[src/rtl/core/grhc_pkg.sv]
// Shared types and constants for the guest register host cache.
package grhc_pkg;

   localparam int unsigned CACHE_SLOTS = 3;
   // Each register holds its slot number plus one; zero means no slot.
   localparam int unsigned SLOT_W      = $clog2(CACHE_SLOTS + 1);
   localparam int unsigned NUM_DWORDS  = 8;
   localparam int unsigned CSLOT_W     = 2;

   localparam logic [3:0] SHIFT_HIGH_BYTE = 4'd8;
   localparam logic [3:0] SHIFT_NONE      = 4'd0;

   typedef enum logic [1:0] {
      OP_LOAD      = 2'd0,
      OP_STORE_REG = 2'd1,
      OP_STORE_IMM = 2'd2,
      OP_FORGET    = 2'd3
   } opcode_type;

   typedef enum logic [2:0] {
      ACT_MEM_LOAD  = 3'd0,
      ACT_FILL_COPY = 3'd1,
      ACT_COPY      = 3'd2,
      ACT_STORE     = 3'd3,
      ACT_STORE_UPD = 3'd4,
      ACT_STORE_INV = 3'd5,
      ACT_FORGOTTEN = 3'd6
   } action_type;

   localparam logic [2:0] WIDTH_BYTE = 3'd1;
   localparam logic [2:0] WIDTH_WORD = 3'd2;

   typedef struct packed {
      logic [1:0]  opcode;
      logic [2:0]  guest_reg;
      logic [2:0]  width_bytes;
      logic [3:0]  host_operand;
      logic [31:0] immediate;
      logic [31:0] jump_epoch;
   } req_type;

   typedef struct packed {
      logic [2:0]  action;
      logic [1:0]  cache_slot;
      logic [2:0]  dword_index;
      logic [3:0]  byte_shift;
      logic        mask_low;
      logic [3:0]  host_operand_out;
      logic [31:0] immediate_out;
   } rsp_type;

endpackage

[src/rtl/core/grhc_if.sv]
// Valid/ready channel interfaces for access requests and decisions.
interface grhc_req_if;
   logic        valid;
   logic        ready;
   logic [1:0]  opcode;
   logic [2:0]  guest_reg;
   logic [2:0]  width_bytes;
   logic [3:0]  host_operand;
   logic [31:0] immediate;
   logic [31:0] jump_epoch;

   modport source (output valid, opcode, guest_reg, width_bytes, host_operand, immediate,
                   jump_epoch, input ready);
   modport sink (input valid, opcode, guest_reg, width_bytes, host_operand, immediate,
                 jump_epoch, output ready);
endinterface

interface grhc_rsp_if;
   logic        valid;
   logic        ready;
   logic [2:0]  action;
   logic [1:0]  cache_slot;
   logic [2:0]  dword_index;
   logic [3:0]  byte_shift;
   logic        mask_low;
   logic [3:0]  host_operand_out;
   logic [31:0] immediate_out;

   modport source (output valid, action, cache_slot, dword_index, byte_shift, mask_low,
                   host_operand_out, immediate_out, input ready);
   modport sink (input valid, action, cache_slot, dword_index, byte_shift, mask_low,
                 host_operand_out, immediate_out, output ready);
endinterface

[src/rtl/core/guest_register_host_cache.sv]
// Top level: input register, decision logic and result register.
//
//   channel | modport | role
//   --------+---------+------------------------------------------
//   req_chan| sink    | guest register access items in
//   rsp_chan| source  | one decision item per access out
//
// One item per cycle sustained while rsp_chan is not stalled; a taken item moves from the
// input register to the result register, which drives rsp_chan. The slot table and live
// mask are read and written in the cycle that moves an item from input to result register.
// Synchronous active-high reset empties both registers and clears all cache state.
// A stall on rsp_chan holds the result register; the input register then fills and
// req_chan.ready drops until the result is taken.
module guest_register_host_cache (
   input logic        clock,
   input logic        reset,
   grhc_req_if.sink   req_chan,
   grhc_rsp_if.source rsp_chan
);

   logic              in_valid_ff;
   grhc_pkg::req_type in_data_ff;
   logic              out_valid_ff;
   grhc_pkg::rsp_type out_data_ff;
   grhc_pkg::rsp_type out_data_in;
   logic              advance;
   logic              take;

   assign advance        = in_valid_ff && (!out_valid_ff || rsp_chan.ready);
   assign req_chan.ready = !in_valid_ff || advance;
   assign take           = req_chan.valid && req_chan.ready;

   grhc_state u_state (
      .clock  (clock),
      .reset  (reset),
      .commit (advance),
      .req    (in_data_ff),
      .rsp    (out_data_in)
   );

   always_ff @(posedge clock) begin
      if (reset) begin
         in_valid_ff  <= 1'b0;
         out_valid_ff <= 1'b0;
      end else begin
         if (take) begin
            in_valid_ff <= 1'b1;
         end else if (advance) begin
            in_valid_ff <= 1'b0;
         end
         if (advance) begin
            out_valid_ff <= 1'b1;
         end else if (rsp_chan.ready) begin
            out_valid_ff <= 1'b0;
         end
      end
      if (take) begin
         in_data_ff.opcode       <= req_chan.opcode;
         in_data_ff.guest_reg    <= req_chan.guest_reg;
         in_data_ff.width_bytes  <= req_chan.width_bytes;
         in_data_ff.host_operand <= req_chan.host_operand;
         in_data_ff.immediate    <= req_chan.immediate;
         in_data_ff.jump_epoch   <= req_chan.jump_epoch;
      end
      if (advance) begin
         out_data_ff <= out_data_in;
      end
   end

   assign rsp_chan.valid            = out_valid_ff;
   assign rsp_chan.action           = out_data_ff.action;
   assign rsp_chan.cache_slot       = out_data_ff.cache_slot;
   assign rsp_chan.dword_index      = out_data_ff.dword_index;
   assign rsp_chan.byte_shift       = out_data_ff.byte_shift;
   assign rsp_chan.mask_low         = out_data_ff.mask_low;
   assign rsp_chan.host_operand_out = out_data_ff.host_operand_out;
   assign rsp_chan.immediate_out    = out_data_ff.immediate_out;

   a_advance_needs_item: assert property (@(posedge clock) disable iff (reset)
      advance |=> out_valid_ff)
      else $error("result register empty after a move");

   a_no_drop_on_stall: assert property (@(posedge clock) disable iff (reset)
      out_valid_ff && !rsp_chan.ready |=> out_valid_ff && $stable(out_data_ff))
      else $error("stalled result lost");

   a_full_blocks_input: assert property (@(posedge clock) disable iff (reset)
      in_valid_ff && out_valid_ff && !rsp_chan.ready |-> !req_chan.ready)
      else $error("input taken with both registers held");

endmodule

[src/rtl/core/grhc_state.sv]
// Slot table, live mask and epoch state with the per-access decision logic.
module grhc_state (
   input  logic              clock,
   input  logic              reset,
   input  logic              commit,
   input  grhc_pkg::req_type req,
   output grhc_pkg::rsp_type rsp
);

   logic [grhc_pkg::SLOT_W-1:0]     slot_of_reg_ff [grhc_pkg::NUM_DWORDS];
   logic [grhc_pkg::SLOT_W-1:0]     slots_used_ff;
   logic [grhc_pkg::NUM_DWORDS-1:0] live_ff;
   logic [31:0]                     epoch_ff;

   logic [grhc_pkg::NUM_DWORDS-1:0] live_base;
   logic [grhc_pkg::NUM_DWORDS-1:0] live_in;
   logic                            claim;
   grhc_pkg::opcode_type            op;
   logic                            is_byte;
   logic                            full;
   logic                            high_byte;
   logic [2:0]                      dword;
   logic                            has_slot;
   logic                            can_claim;
   logic                            cached;
   logic [grhc_pkg::SLOT_W-1:0]     slot_num;
   logic                            live_bit;

   always_comb begin
      op        = grhc_pkg::opcode_type'(req.opcode);
      is_byte   = (req.width_bytes == grhc_pkg::WIDTH_BYTE);
      full      = !(is_byte || (req.width_bytes == grhc_pkg::WIDTH_WORD));
      high_byte = is_byte && req.guest_reg[2];
      dword     = high_byte ? {1'b0, req.guest_reg[1:0]} : req.guest_reg;
      // A new epoch drops every cached copy before this access is looked at.
      live_base = (epoch_ff != req.jump_epoch) ? '0 : live_ff;
      live_bit  = live_base[dword];
      has_slot  = (slot_of_reg_ff[dword] != '0);
      can_claim = full && !has_slot &&
                  (slots_used_ff < grhc_pkg::SLOT_W'(grhc_pkg::CACHE_SLOTS));
      cached    = has_slot || can_claim;
      slot_num  = has_slot ? slot_of_reg_ff[dword] - grhc_pkg::SLOT_W'(1) : slots_used_ff;

      live_in = live_base;
      claim   = 1'b0;
      rsp     = '0;
      rsp.dword_index = dword;

      unique case (op)
         grhc_pkg::OP_FORGET: begin
            live_in         = '0;
            rsp.action      = grhc_pkg::ACT_FORGOTTEN;
            rsp.dword_index = '0;
         end
         grhc_pkg::OP_LOAD: begin
            rsp.host_operand_out = req.host_operand;
            claim = can_claim;
            if (!cached || (!live_bit && !full)) begin
               rsp.action = grhc_pkg::ACT_MEM_LOAD;
            end else begin
               rsp.action     = live_bit ? grhc_pkg::ACT_COPY : grhc_pkg::ACT_FILL_COPY;
               live_in[dword] = 1'b1;
               rsp.cache_slot = grhc_pkg::CSLOT_W'(slot_num);
               rsp.byte_shift = high_byte ? grhc_pkg::SHIFT_HIGH_BYTE : grhc_pkg::SHIFT_NONE;
               rsp.mask_low   = !full;
            end
         end
         grhc_pkg::OP_STORE_REG, grhc_pkg::OP_STORE_IMM: begin
            if (op == grhc_pkg::OP_STORE_REG) begin
               rsp.host_operand_out = req.host_operand;
            end else begin
               rsp.immediate_out = req.immediate;
            end
            claim = can_claim;
            if (!cached) begin
               rsp.action = grhc_pkg::ACT_STORE;
            end else if (full) begin
               rsp.action     = grhc_pkg::ACT_STORE_UPD;
               rsp.cache_slot = grhc_pkg::CSLOT_W'(slot_num);
               live_in[dword] = 1'b1;
            end else begin
               rsp.action     = grhc_pkg::ACT_STORE_INV;
               live_in[dword] = 1'b0;
            end
         end
      endcase
   end

   always_ff @(posedge clock) begin
      if (reset) begin
         for (int i = 0; i < grhc_pkg::NUM_DWORDS; i++) begin
            slot_of_reg_ff[i] <= '0;
         end
         slots_used_ff <= '0;
         live_ff       <= '0;
         epoch_ff      <= '0;
      end else if (commit) begin
         live_ff  <= live_in;
         epoch_ff <= req.jump_epoch;
         if (claim) begin
            slots_used_ff         <= slots_used_ff + grhc_pkg::SLOT_W'(1);
            slot_of_reg_ff[dword] <= slots_used_ff + grhc_pkg::SLOT_W'(1);
         end
      end
   end

   // Consistency checks across the slot table and the live mask.
   logic live_without_slot;
   logic slot_beyond_used;
   always_comb begin
      live_without_slot = 1'b0;
      slot_beyond_used  = 1'b0;
      for (int i = 0; i < grhc_pkg::NUM_DWORDS; i++) begin
         if (live_ff[i] && (slot_of_reg_ff[i] == '0)) live_without_slot = 1'b1;
         if (slot_of_reg_ff[i] > slots_used_ff) slot_beyond_used = 1'b1;
      end
   end

   a_slots_bounded: assert property (@(posedge clock) disable iff (reset)
      slots_used_ff <= grhc_pkg::SLOT_W'(grhc_pkg::CACHE_SLOTS))
      else $error("slot count past cache size");

   a_live_has_slot: assert property (@(posedge clock) disable iff (reset)
      !live_without_slot)
      else $error("live copy for register without slot");

   a_slot_in_range: assert property (@(posedge clock) disable iff (reset)
      !slot_beyond_used)
      else $error("register owns slot not yet given out");

   a_slots_only_on_commit: assert property (@(posedge clock) disable iff (reset)
      !commit |=> $stable(slots_used_ff) && $stable(live_ff))
      else $error("state changed without an item");

endmodule
[src/flat_wrapper.sv]
// flat-port wrapper written by rule: the top's interface ports become plain ports
module guest_register_host_cache_flat 
  (clock, reset, req_chan_valid, req_chan_opcode, req_chan_guest_reg, req_chan_width_bytes, req_chan_host_operand, req_chan_immediate, req_chan_jump_epoch, req_chan_ready, rsp_chan_valid, rsp_chan_action, rsp_chan_cache_slot, rsp_chan_dword_index, rsp_chan_byte_shift, rsp_chan_mask_low, rsp_chan_host_operand_out, rsp_chan_immediate_out, rsp_chan_ready);
  grhc_req_if req_chan_i ();
  grhc_rsp_if rsp_chan_i ();
  input logic clock;
  input logic reset;
  input wire logic [$bits(req_chan_i.valid)-1:0] req_chan_valid;
  input wire logic [$bits(req_chan_i.opcode)-1:0] req_chan_opcode;
  input wire logic [$bits(req_chan_i.guest_reg)-1:0] req_chan_guest_reg;
  input wire logic [$bits(req_chan_i.width_bytes)-1:0] req_chan_width_bytes;
  input wire logic [$bits(req_chan_i.host_operand)-1:0] req_chan_host_operand;
  input wire logic [$bits(req_chan_i.immediate)-1:0] req_chan_immediate;
  input wire logic [$bits(req_chan_i.jump_epoch)-1:0] req_chan_jump_epoch;
  output wire logic [$bits(req_chan_i.ready)-1:0] req_chan_ready;
  output wire logic [$bits(rsp_chan_i.valid)-1:0] rsp_chan_valid;
  output wire logic [$bits(rsp_chan_i.action)-1:0] rsp_chan_action;
  output wire logic [$bits(rsp_chan_i.cache_slot)-1:0] rsp_chan_cache_slot;
  output wire logic [$bits(rsp_chan_i.dword_index)-1:0] rsp_chan_dword_index;
  output wire logic [$bits(rsp_chan_i.byte_shift)-1:0] rsp_chan_byte_shift;
  output wire logic [$bits(rsp_chan_i.mask_low)-1:0] rsp_chan_mask_low;
  output wire logic [$bits(rsp_chan_i.host_operand_out)-1:0] rsp_chan_host_operand_out;
  output wire logic [$bits(rsp_chan_i.immediate_out)-1:0] rsp_chan_immediate_out;
  input wire logic [$bits(rsp_chan_i.ready)-1:0] rsp_chan_ready;
  assign req_chan_i.valid = req_chan_valid;
  assign req_chan_i.opcode = req_chan_opcode;
  assign req_chan_i.guest_reg = req_chan_guest_reg;
  assign req_chan_i.width_bytes = req_chan_width_bytes;
  assign req_chan_i.host_operand = req_chan_host_operand;
  assign req_chan_i.immediate = req_chan_immediate;
  assign req_chan_i.jump_epoch = req_chan_jump_epoch;
  assign req_chan_ready = req_chan_i.ready;
  assign rsp_chan_valid = rsp_chan_i.valid;
  assign rsp_chan_action = rsp_chan_i.action;
  assign rsp_chan_cache_slot = rsp_chan_i.cache_slot;
  assign rsp_chan_dword_index = rsp_chan_i.dword_index;
  assign rsp_chan_byte_shift = rsp_chan_i.byte_shift;
  assign rsp_chan_mask_low = rsp_chan_i.mask_low;
  assign rsp_chan_host_operand_out = rsp_chan_i.host_operand_out;
  assign rsp_chan_immediate_out = rsp_chan_i.immediate_out;
  assign rsp_chan_i.ready = rsp_chan_ready;
  guest_register_host_cache u_core (.clock(clock), .reset(reset), .req_chan(req_chan_i), .rsp_chan(rsp_chan_i));
endmodule
[config.mk]
export PLATFORM = sky130hd
export DESIGN_NAME = guest_register_host_cache_flat
export DESIGN_NICKNAME = d
export VERILOG_FILES = /design/src/rtl/core/grhc_pkg.sv /design/src/rtl/core/grhc_if.sv /design/src/rtl/core/guest_register_host_cache.sv /design/src/rtl/core/grhc_state.sv /design/src/flat_wrapper.sv
export SDC_FILE = /design/constraint.sdc
export NUM_CORES = 1
export LEC_CHECK = 0
export ABC_AREA = 1
export ABC_CLOCK_PERIOD_IN_PS = 4600
export BUFFER_PORTS_ARGS = -buffer_cell sky130_fd_sc_hd__buf_2
export CORE_MARGIN = 1
export CORE_UTILIZATION = 60
export CTS_BUF_LIST = sky130_fd_sc_hd__clkbuf_4 sky130_fd_sc_hd__clkbuf_8
export CTS_CLUSTER_SIZE = 12
export DETAILED_ROUTE_END_ITERATION = 10
export HOLD_SLACK_MARGIN = 0.08
export PLACE_DENSITY = 0.84
export SLEW_MARGIN = 0
export SYNTH_ARGS = -nofsm -noshare
export SYNTH_HDL_FRONTEND = slang
export SYNTH_SLANG_ARGS = --single-unit
[constraint.sdc]
create_clock -name clock -period 4.6 [get_ports clock]
set_input_delay 0 -clock clock [delete_from_list [all_inputs] [get_ports clock]]
set_output_delay 0 -clock clock [all_outputs]
set_load 0.03 [all_outputs]
==> results.toml, run 1 <==
[timing]
skew_ns = 0.0158
finalHoldViolations = 0
finalSetupViolCount = 0
drv_slew = 0
period_needed_ns = 2.44
max_freq_mhz = 410
layout_setup_ws_ns = 2.16
period_share = 0.530
tightest_slew_ns = 1.18
whs_ns = 0.231
rsz0062_at_grt = "no"
slew_headroom = 0.216
fin_tns_setup_ns = 0

[clocking]
cts.sinks = 182
max-clock-path-buffers = 2
cts_max_level = 4
cts_root_buf = "clkbuf_8"
cts_resized = 0
cts_tree = "built"
cts.clk_slew.worst_paths_ns = 0.10
cts_buffers = 17
insertion_delay_ns = 0.47
postCtsHoldBufs = 81
post_cts_buffers = 0

[logic_synthesis]
synth-warning-count = 0
ys_types = 37
ys_seq_elements = 182
synth_area_leaders = "edfxtp_1 54%, dfxtp_1 12%, nand2_1 7.6%, nor2_1 4.6%, inv_1 3.9%"
synth_top_area_frac = 0.543
yosys.area.top_type = "edfxtp_1"
synth_edf_count = 138
synth_ff_type = "edfxtp_1"
syn_area_um2 = 7630
syn_avg_cell_area_um2 = 10.6
yosysSeqAreaShare = 0.658
syn-instance-count = 720
async_reset_ff_frac = 0

[global_route]
grt_pass1_vias = 5669
gr-total-overflow = 0
antenna_found_initial = 0
grt_use_total = 0.267
grt_pass1_wl_mm = 26.2
grt_max_degree = 69

[setup_path]
worstSetupPathType = "reg2reg"
cp_data_required_time_ns = 4.82
cp_slowest_cell = "edfxtp_1"
start_kind = "flop"
crit_fanout = 11
worst_setup_path_end_kind = "flop"
slowest_delay_ns = 0.40
cp_cell_sequence = "inv_1, nand3_2, nand2_4, inv_4, nand3_2, inv_2, nand2_1, nand2_2, nor2_2, nand2_2, inv_2, nand3_2, nand2_1, inv_1, o21ai_1, o31ai_2, nand2_1, nor2_1"
worst_ep_arrival_time_ns = 2.65

[floorplanning]
pin_count = 131
rows = 40
initial_utilization = 0.625
die-area_um2 = 13200
die_height_um = 115
die_w_um = 115
core_um2 = 12200

[final_layout]
area.growth.synth_to_final_pct = 26.2
antenna_cells = 0
drive_gt1_frac = 0.238
final_cell_area_um2 = 9630
nNetsFinal = 1015
fin_cells = 1110
fin_util = 0.789
n_fill_cell = 755

[worst_hold_path]
hp-class = "in2reg"

[placement]
dpl.hpwl_mm = 10.0
placed_cell_area_um2 = 8380
gp_congestion = 0.909
portBuffers = 127
placedCellCount = 997
post-place-ws_ns = 2.21

[routing]
avgViaCountPerCell = 5.13
routedWlPerCell_um = 15.1
drt_iter0_drc = 442
drcViolationCount = 0
dr.pass1.iters = 5
num_vias = 5699
routed_wl_mm = 16.8
drtAntennaViolNets = 0

[power]
total_power_mw = 3.47
leakage_nw = 4.17
p_per_area_nw_per_um2 = 360
peakVddDrop_mv = 0.453

[run_status]
status = "finished clean"

[flow_run]
drv_cap = 0
cell usage in the layout (no fill, tap or decap), drive strengths merged:
cell / netlist / final
o21bai: 8 / 8
clkbuf: 13 / 20
conb: 1 / 3
inv: 93 / 98
clkinv: 0 / 2
o31ai: 1 / 1
dfxtp: 44 / 44
buf: 10 / 131
bufinv: 0 / 3
nand4: 17 / 17
xor2: 1 / 1
xnor2: 22 / 22
clkinvlp: 0 / 2
nand3b: 1 / 1
nand3: 12 / 12
nor2: 100 / 100
a21oi: 34 / 34
ha: 6 / 6
nand2: 176 / 176
o22ai: 2 / 2
dlygate4sd3: 0 / 81
nor3b: 1 / 1
or2: 1 / 1
o21ai: 38 / 38
edfxtp: 138 / 138
routing by layer:
layer  wire [um]  track usage  share of wire  vias to the layer above
met5           0            0              0                        -
met4         440        0.115          0.026                        0
met3         913       0.0633          0.054                       48
met2        9480        0.514           0.57                      222
met1        5940        0.275           0.35                     2673
li1            -            -              -                     2756
critical path, delay by kind of cell, from the launching register on:
kind            cells  cell delay, ns
simple gates       11            1.19
flops               1            0.40
compound gates      2            0.24
buf+inv             5            0.35
logic make-up (layout without fill, tap and decap cells):
logic type / after synthesis / in the layout / share of synthesized area
simple gates: 308 / 308 / 0.179
flops: 182 / 182 / 0.658
buf+inv: 117 / 337 / 0.0631
compound gates: 83 / 83 / 0.0623
xor+xnor: 23 / 23 / 0.0264
fa+ha+maj: 6 / 6 / 0.00984
other cells: 1 / 3 / 0.000491
final timing paths:
path	from	endpoint	slack, ns	depth (start not counted)
setup reg to reg	u_core.in_data_ff[70]	u_core.rsp_chan.cache_slot[0]	2.16	18
hold reg to reg	u_core.u_state.epoch_ff[4]	u_core.u_state.epoch_ff[4]	0.46	2
setup / recovery	u_core.in_data_ff[70]	u_core.rsp_chan.cache_slot[0]	2.16	18
hold / removal	req_chan_immediate[15]	u_core.in_data_ff[47]	0.23	2
area by class of cell:
class	instances	area, um2	area share
Tap cell	168	210	0.0218
Sequential cell	182	5020	0.522
Timing Repair Buffer	212	1480	0.153
Inverter	93	352	0.0365
Multi-Input combinational cell	423	2130	0.221
Clock inverter	12	163	0.0169
Clock buffer	20	275	0.0286
Yosys cell counts (8+ instances only):
cell type,n
nand2_1,154
o21bai_1,8
inv_1,79
nand4_1,16
a21oi_1,26
dfxtp_1,44
o21ai_0,36
xnor2_1,22
clkbuf_1,12
inv_2,13
nand2_2,19
nor2_1,94
a21oi_2,8
edfxtp_1,138
registers in the layout (all words and copies together), names as in the netlist, 2 cells and up:
| register | flops |
|---|---|
| u_core.in_data_ff | 76 |
| u_core.rsp_chan.action | 3 |
| u_core.rsp_chan.cache_slot | 2 |
| u_core.rsp_chan.dword_index | 3 |
| u_core.rsp_chan.host_operand_out | 4 |
| u_core.rsp_chan.immediate_out | 32 |
| u_core.u_state.epoch_ff | 32 |
| u_core.u_state.live_ff | 8 |
| u_core.u_state.slot_of_reg_ff | 16 |
| u_core.u_state.slots_used_ff | 2 |
power by group:
group	internal (mW)	total [mW]	switching, mW
Combinational	0.156	0.386	0.230
Clock	0.589	1.18	0.586
Sequential	1.86	1.91	0.0465
Total	2.61	3.47	0.863
No activity file was read; power rests on OpenSTA's default activity.
==> inputs of run 2 (changes only) <==
--- a/config.mk
+++ b/config.mk
@@ -5,16 +5,16 @@
 export SDC_FILE = /design/constraint.sdc
 export NUM_CORES = 1
 export LEC_CHECK = 0
-export ABC_AREA = 1
-export ABC_CLOCK_PERIOD_IN_PS = 4600
+export ABC_AREA = 0
+export ABC_CLOCK_PERIOD_IN_PS = 2200
 export BUFFER_PORTS_ARGS = -buffer_cell sky130_fd_sc_hd__buf_2
 export CORE_MARGIN = 1
-export CORE_UTILIZATION = 60
+export CORE_UTILIZATION = 52
 export CTS_BUF_LIST = sky130_fd_sc_hd__clkbuf_4 sky130_fd_sc_hd__clkbuf_8
 export CTS_CLUSTER_SIZE = 12
 export DETAILED_ROUTE_END_ITERATION = 10
 export HOLD_SLACK_MARGIN = 0.08
-export PLACE_DENSITY = 0.84
+export PLACE_DENSITY = 0.77
 export SLEW_MARGIN = 0
 export SYNTH_ARGS = -nofsm -noshare
 export SYNTH_HDL_FRONTEND = slang
==> constraint.sdc (replaced) <==
create_clock -name clock -period 2.2 [get_ports clock]
set_input_delay 0 -clock clock [delete_from_list [all_inputs] [get_ports clock]]
set_output_delay 0 -clock clock [all_outputs]
set_load 0.03 [all_outputs]
==> run 2 against run 1 <==
  * The run now ends with negative setup slack left
  * Routed wire length increased by 3.8%
  * Critical path type unchanged
  * Critical endpoint is now u_core.u_state.slot_of_reg_ff[4][1]
  * Sequential power increased by 110%
  * Sequential cell count unchanged
  * Area after synthesis decreased by 4.0%
  * First-iteration DRC count decreased by 6.3%
  * Die area increased by 11%
  * Global-route usage decreased by 2.5 points
  * Non-clock buffer count increased by 30
==> results.toml, run 2 <==
[placement]
dpl.hpwl_mm = 10.3
portBuffers = 127
post-place-ws_ns = -0.255
gp_congestion = 0.903

[final_layout]
multi_input_area_um2 = 2440
largest_register_ffs = 76
top_register = "u_core.in_data_ff"
drive_gt1_frac = 0.331
final_common_cell = "edfxtp_1"
most-common-layout-cells = "138 x edfxtp_1, 127 x buf_2, 79 x dlygate4sd3_1"
nNetsFinal = 870
area.growth.synth_to_final_pct = 34.4
ff_latch_area_um2 = 5020
n_fill_cell = 811

[clocking]
cts_buffers = 17
insertion_delay_ns = 0.45
cts_max_level = 4
cts.sinks = 182
cts.clk_slew.worst_paths_ns = 0.10
cts_root_buf = "clkbuf_8"
max-clock-path-buffers = 2
cts_tree = "built"

[run_status]
status = "finished with violations"
violations = "negative setup slack"

[worst_hold_path]
hold_start = "reset"
min_path_cells = 2
hp-class = "in2reg"
min_to = "u_core.u_state.slot_of_reg_ff[1][0]"

[power]
power_switching_mw = 1.75
leakage_nw = 3.77
seq_power_share = 0.556
internal_power_mw = 5.38
p_per_area_nw_per_um2 = 724
swShare = 0.245
p_comb_frac = 0.125
total_power_mw = 7.12
clkPwrFrac = 0.318
peakVddDrop_mv = 0.431

[timing]
layout_setup_ws_ns = -0.272
whs_ns = 0.151
drv_slew = 0
tightest_slew_ns = 0.871
slew_headroom = 0.419
finalHoldViolations = 0
period_share = 1.12
rsz0062_at_grt = "yes"
max_freq_mhz = 405
fin_tns_setup_ns = -9.99
finalSetupViolCount = 49
skew_ns = 0.0186
period_needed_ns = 2.47

[setup_path]
cp_slowest_cell = "mux4_2"
cp_cell_sequence = "mux4_2, a21boi_0, or2_4, a211o_1, or3b_4, nor2_2"
timing.rr.start = "u_core.in_data_ff[71]"
worstSetupPathType = "reg2reg"
start_kind = "flop"
slowest_delay_ns = 0.55
r2r_slack_ns = -0.27
crit_fanout = 8
rr_worst_depth = 6
r2r_end = "u_core.u_state.slot_of_reg_ff[4][1]"
worst_ep_arrival_time_ns = 2.79
cp_data_required_time_ns = 2.52
worst_setup_path_end_kind = "flop"

[floorplanning]
core_um2 = 13500
rows = 42
die_height_um = 121
die_w_um = 121
pin_count = 131
initial_utilization = 0.542
die-area_um2 = 14600

[global_route]
antenna_found_initial = 1
grt_use_total = 0.242
grt_pass1_vias = 5391
gr-total-overflow = 0
grt_pass1_wl_mm = 26.6
grt_max_degree = 50

[logic_synthesis]
yosys.area.top_type = "edfxtp_1"
syn_area_um2 = 7320
synth_common_cells = "138 x edfxtp_1, 76 x nand2_1, 44 x dfxtp_1"
syn-instance-count = 557
synth-warning-count = 0
syn_avg_cell_area_um2 = 13.1
synth_area_leaders = "edfxtp_1 57%, dfxtp_1 12%, xor2_1 3.9%, nand2_1 3.9%, and2_1 3.3%"
ys_types = 54
synth_edf_count = 138
ys_seq_elements = 182
synth_top_area_frac = 0.566
async_reset_ff_frac = 0
yosysSeqAreaShare = 0.686
synth_ff_type = "edfxtp_1"
synth.most_common_cell = "edfxtp_1"

[routing]
drt_iter0_drc = 414
routedWlPerCell_um = 17.9
drcViolationCount = 0
dr.pass1.iters = 5
avgViaCountPerCell = 5.45
drtAntennaViolNets = 0
routed_wl_mm = 17.4
num_vias = 5308

[flow_run]
drv_cap = 0
-- run 2: cell types whose count changed after synthesis, sizes merged, moves of 21 or more --
cell	delta
o21ai	-31
xor2	+32
nand2	-100
inv	-87
xnor2	-21
and2	+39
nor2	-82
-- run 2: how the worst max path moves through the flow --
stage	startpoint	cells past startpoint	slack, ns	to
after floorplan	u_core.in_data_ff[70]	10	-0.29	u_core.u_state.slot_of_reg_ff[3][1]
after global placement	u_core.in_data_ff[71]	7	-0.16	u_core.u_state.slot_of_reg_ff[7][1]
after detailed placement	u_core.in_data_ff[71]	8	-0.26	u_core.u_state.slot_of_reg_ff[7][1]
after CTS	u_core.in_data_ff[71]	7	-0.25	u_core.u_state.slot_of_reg_ff[7][1]
after global routing	u_core.in_data_ff[71]	6	-0.36	u_core.u_state.slot_of_reg_ff[0][0]
final	u_core.in_data_ff[71]	6	-0.27	u_core.u_state.slot_of_reg_ff[4][1]
-- run 2: repair_timing --
action | in CTS | in global routing
pin swaps | 12 | 14
gates resized for setup | 32 | 36
hold buffers | 79 | 0
endpoints found under the hold margin | 94 | 0
setup endpoints to repair | 49 | 49
buffers inserted | 1 | 2
-- run 2: worst max-delay path: cells and delay by family, from the launching register on --
| kind | cells | cell delay [ns] |
|---|---|---|
| compound gates | 2 | 0.43 |
| mux | 1 | 0.55 |
| flops | 1 | 0.47 |
| simple gates | 3 | 0.89 |
-- run 2: per-stage QoR --
| step | instances | instance area, um2 | util |
|---|---|---|---|
| floorplan | 559 | 7360 | - |
| global placement | 860 | 8300 | 0.614 |
| detailed placement | 860 | 8300 | 0.614 |
| CTS | 972 | 9650 | 0.715 |
| global route | 973 | 9840 | 0.729 |
| finish | 974 | 9840 | 0.729 |
-- run 2: cell families after synthesis --
logic type	after synthesis	synth area share
flops	182	0.686
simple gates	181	0.127
compound gates	100	0.0892
buf+inv	43	0.0272
xor+xnor	34	0.0407
mux	10	0.0190
fa+ha+maj	6	0.0103
other cells	1	0.000512
-- run 2: area by class of cell --
cell class / instances / share of cell area
tap: 176 / 0.0224
multi-input combinational: 334 / 0.248
timing repair buffer: 242 / 0.176
antenna: 1 / 0.000254
clock buffer: 21 / 0.0287
sequential: 182 / 0.510
inverter: 7 / 0.00267
clock inverter: 11 / 0.0122
-- run 2: power by group through the flow --
stage                     logic (mW)  clock network (mW)  registers (mW)
after floorplan                0.356                   0            4.11
after global placement         0.656                   0            4.03
after detailed placement       0.684                   0            4.04
after CTS                      0.822                2.28            3.96
after global routing           0.955                2.43            3.98
final                          0.893                2.27            3.96
-- run 2: routing by layer --
metal,wire length (um),GRT usage
met1,6550,0.271
met2,9450,0.436
met3,989,0.0689
met4,420,0.0934
met5,0,0
